[config.mk]
export PLATFORM = sky130hd
export DESIGN_NAME = hfl_ctrl
export DESIGN_NICKNAME = d
export VERILOG_FILES = /design/src/sv/hfl_pkg.sv /design/src/sv/hfl_ctrl.sv
export SDC_FILE = /design/constraint.sdc
export NUM_CORES = 1
export LEC_CHECK = 0
export BUFFER_PORTS_ARGS = -buffer_cell sky130_fd_sc_hd__buf_2
export CAP_MARGIN = 20
export CELL_PAD_IN_SITES_DETAIL_PLACEMENT = 1
export CELL_PAD_IN_SITES_GLOBAL_PLACEMENT = 2
export CORE_MARGIN = 1.5
export CORE_UTILIZATION = 35
export DETAILED_ROUTE_END_ITERATION = 10
export PLACE_DENSITY_LB_ADDON = 0.2
export SYNTH_ARGS = -nofsm -noshare
export SYNTH_HDL_FRONTEND = slang
export SYNTH_SLANG_ARGS = --single-unit
[constraint.sdc]
create_clock -name clk -period 4.4 [get_ports clk]
set_input_delay 0.88 -clock clk [delete_from_list [all_inputs] [get_ports clk]]
set_output_delay 0.88 -clock clk [all_outputs]
set_load 0.01 [all_outputs]
[src/sv/hfl_pkg.sv]
// ----------------------------------------------------------------------------
// hfl_pkg
// shared types, codes and constants of the three-state forward likelihood block
// ----------------------------------------------------------------------------
package hfl_pkg;

	localparam int FRAC_BITS_DEF = 16;
	localparam int LOG_BITS      = 20;
	localparam int EXP_MAX       = 4095;
	localparam logic [31:0] LN2_Q32 = 32'hB17217F8;

	localparam int CFG_IDX_W  = 3;
	localparam int CFG_DATA_W = 34;
	localparam int PAR_W      = 17;

	// register indexes
	localparam logic [CFG_IDX_W-1:0] REG_INIT      = 3'd0;
	localparam logic [CFG_IDX_W-1:0] REG_SURV_NB   = 3'd1;
	localparam logic [CFG_IDX_W-1:0] REG_SURV_B    = 3'd2;
	localparam logic [CFG_IDX_W-1:0] REG_MOVE_NB   = 3'd3;
	localparam logic [CFG_IDX_W-1:0] REG_MOVE_B    = 3'd4;
	localparam logic [CFG_IDX_W-1:0] REG_DETECT_NB = 3'd5;
	localparam logic [CFG_IDX_W-1:0] REG_DETECT_B  = 3'd6;
	localparam logic [CFG_IDX_W-1:0] REG_ASCERTAIN = 3'd7;

	localparam logic [PAR_W-1:0]      PAR_RESET = 17'd32768;
	localparam logic [CFG_DATA_W-1:0] ASC_RESET = 34'd2147516416;

	// observation codes
	localparam logic [1:0] OBS_UNSEEN = 2'd0;
	localparam logic [1:0] OBS_NB     = 2'd1;
	localparam logic [1:0] OBS_B      = 2'd2;
	localparam logic [1:0] OBS_NA     = 2'd3;

	// sequencer steps, also the controller state codes
	localparam int OP_W = 4;
	localparam logic [OP_W-1:0] OP_IDLE  = 4'd0;
	localparam logic [OP_W-1:0] OP_MAT   = 4'd1;
	localparam logic [OP_W-1:0] OP_START = 4'd2;
	localparam logic [OP_W-1:0] OP_MAC   = 4'd3;
	localparam logic [OP_W-1:0] OP_SCL   = 4'd4;
	localparam logic [OP_W-1:0] OP_NMAX  = 4'd5;
	localparam logic [OP_W-1:0] OP_NMSB  = 4'd6;
	localparam logic [OP_W-1:0] OP_NSHF  = 4'd7;
	localparam logic [OP_W-1:0] OP_LSUM  = 4'd8;
	localparam logic [OP_W-1:0] OP_LINIT = 4'd9;
	localparam logic [OP_W-1:0] OP_LSQ   = 4'd10;
	localparam logic [OP_W-1:0] OP_LMUL  = 4'd11;

	localparam int CNT_W = 5;

	typedef struct packed {
		logic [1:0] obs_code;
		logic       start_flag;
		logic       last_flag;
	} obs_t;

	typedef struct packed {
		logic [39:0] ind_nll;
		logic [47:0] total_nll;
		logic        sum_zero;
	} res_t;

	typedef struct packed {
		logic [OP_W-1:0]  op;
		logic [CNT_W-1:0] cnt;
		logic             start;
		logic             accept;
		logic             fire;
	} cmd_t;

	typedef struct packed {
		logic sum_zero;
	} status_t;

endpackage

[src/sv/hfl_ctrl.sv]
// ----------------------------------------------------------------------------
// hfl_ctrl
// step sequencer: walks one occasion through the shared multiplier schedule
// ----------------------------------------------------------------------------
module hfl_ctrl import hfl_pkg::*; (
	input  logic    clk,
	input  logic    arst_n,
	input  logic    obs_valid,
	output logic    obs_ready,
	input  logic    start_flag,
	input  logic    last_flag,
	output logic    res_valid,
	input  logic    res_ready,
	input  status_t status,
	output cmd_t    cmd
);

	logic [OP_W-1:0]  state_q, state_d;
	logic [CNT_W-1:0] cnt_q, cnt_d;
	logic             start_q, last_q, res_valid_q;
	logic             accept, fire;

	assign obs_ready = (state_q == OP_IDLE);
	assign accept    = obs_valid && obs_ready;
	assign fire      = (state_q == OP_LMUL) && (!res_valid_q || res_ready);
	assign res_valid = res_valid_q;

	always_comb begin
		state_d = state_q;
		cnt_d   = cnt_q + 1'b1;
		unique case (state_q)
			OP_IDLE: begin
				cnt_d = '0;
				if (accept) begin
					state_d = start_flag ? OP_START : OP_MAT;
				end
			end
			OP_MAT: begin
				if (cnt_q == CNT_W'(5)) begin
					state_d = OP_MAC;
					cnt_d   = '0;
				end
			end
			OP_MAC: begin
				if (cnt_q == CNT_W'(8)) begin
					state_d = OP_SCL;
					cnt_d   = '0;
				end
			end
			OP_SCL: begin
				if (cnt_q == CNT_W'(2)) begin
					state_d = OP_NMAX;
					cnt_d   = '0;
				end
			end
			OP_START: begin
				if (cnt_q == CNT_W'(1)) begin
					state_d = OP_NMAX;
					cnt_d   = '0;
				end
			end
			OP_NMAX: state_d = OP_NMSB;
			OP_NMSB: state_d = OP_NSHF;
			OP_NSHF: state_d = last_q ? OP_LSUM : OP_IDLE;
			OP_LSUM: state_d = OP_LINIT;
			OP_LINIT: begin
				cnt_d   = '0;
				state_d = status.sum_zero ? OP_LMUL : OP_LSQ;
			end
			OP_LSQ: begin
				if (cnt_q == CNT_W'(LOG_BITS - 1)) begin
					state_d = OP_LMUL;
					cnt_d   = '0;
				end
			end
			OP_LMUL: begin
				if (fire) begin
					state_d = OP_IDLE;
				end
			end
			default: state_d = OP_IDLE;
		endcase
	end

	always_ff @(posedge clk or negedge arst_n) begin
		if (!arst_n) begin
			state_q     <= OP_IDLE;
			cnt_q       <= '0;
			start_q     <= 1'b0;
			last_q      <= 1'b0;
			res_valid_q <= 1'b0;
		end else begin
			state_q <= state_d;
			cnt_q   <= cnt_d;
			if (accept) begin
				start_q <= start_flag;
				last_q  <= last_flag;
			end
			if (fire) begin
				res_valid_q <= 1'b1;
			end else if (res_ready) begin
				res_valid_q <= 1'b0;
			end
		end
	end

	assign cmd.op     = state_q;
	assign cmd.cnt    = cnt_q;
	assign cmd.start  = start_q;
	assign cmd.accept = accept;
	assign cmd.fire   = fire;

endmodule

=== Word level (Yosys, flattened, before mapping) ===
Cells that the tools add are included.

* Flip-flop bits (word level): 12
* Latch bits: 0
* Bits in writable memories: 0
* Memory bits (read-only): 0
* Input bits: 7
* Logic and storage cells: 56
* Memories kept: 0

* $add $sub $neg: 1
* Multiply operators: 0
* Divide/modulo/power cells: 0
* Order comparisons: 0
* Eq/ne operators: 23
* Shifts and indexed selects: 0
* Multiplexer cells: 19
* Bitwise gates (word level): 0
* Reductions and logical operators: 8

{| class="wikitable"
|+ Operator list
! cell !! number
|-
| $pmux W4 S12 || 1
|-
| $mux W4 || 8
|-
| $pmux W5 S6 || 1
|-
| $mux W5 || 5
|-
| $eq A4 B3 Y1 const B || 4
|-
| $eq A4 B4 Y1 const B || 4
|-
| $ne A2 B2 Y1 const B || 6
|-
| $eq A4 B2 Y1 const B || 2
|-
| $reduce_and A7 Y1 || 1
|-
| $add A5 B1 Y5 const B || 1
|-
| $eq A5 B1 Y1 const B || 1
|-
| $eq A5 B2 Y1 const B || 1
|-
| $eq A5 B3 Y1 const B || 1
|-
| $eq A5 B4 Y1 const B || 1
|-
| $eq A5 B5 Y1 const B || 1
|-
| $eq A4 B1 Y1 const B || 1
|-
| $logic_not A4 Y1 || 1
|-
| $mux W1 || 3
|-
| $logic_and A1 B1 Y1 || 2
|-
| $mux W2 || 1
|-
| $ne A2 B1 Y1 const B || 1
|-
| $reduce_bool A2 Y1 || 1
|-
| $reduce_or A2 Y1 || 1
|-
| $logic_not A1 Y1 || 1
|-
| $logic_or A1 B1 Y1 || 1
|}

=== Depth between registers and ports, before layout ===
* Depth after elaboration: 5
* Mapped depth: 6
* Mapped depth without buffers: 6

=== Worst setup path before layout ===
OpenSTA, ideal clock, no wires.

* Kind: register to output
* From: register state_q[0]
* To: output cmd[1] (netlist bit)
* Data arrival time: 1.347 ns
* Path slack: 2.173 ns
* Stages on the path, launching flop included: 6
* Buffers on the path: 2
* Cells stage by stage: dfrtp_1 buf_2 nor4_4 nand2_1 inv_1 buf_4

* Longest elaborated chain between the ends: 2

{| class="wikitable"
|+ Ends and longest elaborated chain
! item !! line !! RTL
|-
| start, declared || hfl_ctrl.sv:18 || <nowiki>logic [OP_W-1:0] state_q, state_d;</nowiki>
|-
| start signal, assigned || hfl_ctrl.sv:93 || <nowiki>state_q <= state_d;</nowiki>
|-
| $logic_not A4 Y1 || hfl_ctrl.sv:23 || <nowiki>assign obs_ready = (state_q == OP_IDLE);</nowiki>
|-
| via obs_ready || hfl_ctrl.sv:9 || <nowiki>output logic obs_ready,</nowiki>
|-
| $logic_and A1 B1 Y1 || hfl_ctrl.sv:24 || <nowiki>assign accept = obs_valid && obs_ready;</nowiki>
|-
| end, declared || hfl_ctrl.sv:15 || <nowiki>output cmd_t cmd</nowiki>
|}

The timed path passes the listed nets, and every way through them passes these cells.

==> reports/qor.yml <==
grt_max_degree: 18
clk_latency_ns: 0.27
h-tree-depth: 1
final_cells: 137
clockBufferDepth: 2
avgRoutedWirePerCell_um: 16.3
track_usage_pct: 17.8
p_leak_uw: 0.000468
hold_path_class: "in2async"
yosys.cell_types.count: 45
startpoint_type: "flop"
status: "completed"
vias_per_cell: 5.67
cpMaxStageDelayCell: "dfrtp_1"
first_pass_iters: 4
synth_xor_area_share_pct: 2.82
rsz0062_at_grt: "false"
reg2reg_slack_ns: 2.46
post-route-min-period_ns: 2.59
antenna_found_initial: 0
clk_pin_slew_ns: 0.08
maxCapViolCount: 0
hold_buffers: 0
yosys.area_share.simple_pct: 24.1
globalplace.congestion: 0.704
cts_tree: "done"
drtAntennaViolNets: 0
place_inst: 134
p_total_uw: 792
relSlewSlack_pct: 53.1
path_class: "reg2out"
async_flop_share_pct: 100
nFillCells: 283
dieArea_um2: 2990
drv_slew: 0
routed_wl_um: 2240
synth_mux_area_share_pct: 2.28
initial_core_util_pct: 37.3
synth_fa_ha_area_share_pct: 5.36
dp_hpwl_um: 1740
die_x_um: 54.6
ys_seq_area_share_pct: 32.2
yosys_warnings: 0
required_ns: 3.52
syn_area_um2: 933
layout_commonest_cell: "buf_2"
worstMarginPinSlew_ns: 0.703
setup_violations: 0
vdd_drop_max_mv: 0.319
period_share_pct: 58.8
critPathMaxStageDelay_ns: 0.73
synth_compound_area_share_pct: 25.2
power.density_nw_per_um2: 761
r2r-end: "state_q[2]$_DFFE_PN0P_"
critPathMaxFanout: 17
multi_input_area_um2: 558
fin_ws_ns: 1.81
pre_cts_slack_ns: 2.03
grt_pass1_wl_um: 3680
grt_pass1_vias: 720
rows: 18
ys_seq_elements: 12
diodes: 0
fp.dieH_um: 54.6
syn_nets: 103
critPathArrivalTime_ns: 1.71
syn_area_per_cell_um2: 10.1
tns_ns: 0
fmax_ghz: 0.387
rr_worst_depth: 4
drt_iter0_drc: 13
drive_gt1_share_pct: 30.8
worstPathCellList: "nand2_1 > nor2_1 > and3_1 > buf_2"
vias: 777
ios: 21
postCtsSetupBuffers: 0
synth-edff-count: 0
netlist_instances: 92
port_buffers: 20
seq_area_um2: 300
nets: 120
drc_errors: 0
final_cell_mix: "20 x buf_2, 12 x dfrtp_1, 6 x inv_1, 6 x a21oi_1"
area_growth_pct: 11.5
cts-root-buf: "clkbuf_4"
worst_setup_path_end_kind: "output pin"
r2r_start: "state_q[2]$_DFFE_PN0P_"
core_um2: 2500
hold_ws_ns: 0.473
globalRoute.totalOverflow: 0
synthFlopType: "dfrtp_1"
cts.sinks: 12
hold_viol: 0
cts_buffers: 3
cts_resized: 0
skew_ns: 0.00554
synth_top_family_by_area: "compound AO/OA/AOI/OAI gates"
routing by layer:
layer  up-vias  part of all wire [%]  global-route usage [%]
li1        370                     -                       -
met1       387                    48                    26.2
met2        16                    47                    25.6
met3         4                   2.7                    1.64
met4         0                   1.9                    8.75
met5         -                     0                       0
cells in the mapped netlist (all sizes together) (2+ instances only):
library cell / n / share of area, %
a2111oi: 2 / 4.6
ha: 4 / 5.4
a32oi: 2 / 1.9
inv: 6 / 2.4
nand2b: 4 / 2.7
dfrtp: 12 / 32
buf: 8 / 5.6
nor3: 2 / 1.6
nand3: 5 / 2.7
o21ai: 4 / 2.1
nor2: 4 / 1.6
xor2: 2 / 1.9
a21oi: 6 / 3.2
nand2: 5 / 2.0
o31ai: 2 / 1.6
critical path: cells and delay by family (launching register included):
family | cells | cell delay, ns
and+or+nand+nor | 3 | 0.57
buffers and inverters | 1 | 0.12
DFF | 1 | 0.73
area by class of cell:
cell class                      instances  area share [%]
Clock buffer                            3            2.16
Inverter                                6            2.16
Multi-Input combinational cell         66            53.6
Sequential cell                        12            28.8
Tap cell                               30            3.61
Timing Repair Buffer                   20            9.62
report_power, final:
group	total [uW]	internal, uW	switching [uW]
Combinational	444	213	230
Clock	69.5	31.7	37.8
Sequential	279	155	124
logic make-up (layout without fill, tap and decap cells):
| family | count (synthesis) | count (layout) |
|---|---|---|
| AOI/OAI and AO/OA | 26 | 26 |
| xor gates and xnor gates | 3 | 3 |
| adders and majority gates | 4 | 4 |
| buffers and inverters | 14 | 29 |
| DFF | 12 | 12 |
| muxes | 2 | 2 |
| and+or+nand+nor | 31 | 31 |
stage by stage:
| step | area, um2 | utilization, % |
|---|---|---|
| 2_1_floorplan | 933 | - |
| 3_3_place_gp | 1020 | 40.7 |
| 3_5_place_dp | 1020 | 40.7 |
| 4_1_cts | 1040 | 41.6 |
| 5_1_grt | 1040 | 41.6 |
| 6_report | 1040 | 41.6 |
sequential cells by signal, summed over array words and instances, names as in the netlist:
| name | count |
|---|---|
| state_q | 4 |
| cnt_q | 5 |
| res_valid | 1 |
| last_q | 1 |
| start_q | 1 |
how the worst max path moves through the flow:
stage | cells after the start | start | end | slack (ns)
floorplan | 5 | state_q[0]$_DFFE_PN0P_ | cmd[1] | 2.17
global placement | 4 | res_ready | cmd[0] | 2.05
detailed placement | 4 | res_ready | cmd[0] | 2.03
CTS | 4 | state_q[0]$_DFFE_PN0P_ | cmd[0] | 1.80
global route | 4 | state_q[0]$_DFFE_PN0P_ | cmd[0] | 1.67
finish | 4 | state_q[0]$_DFFE_PN0P_ | cmd[0] | 1.81
Note: power is estimated with default switching activity, not from simulation.
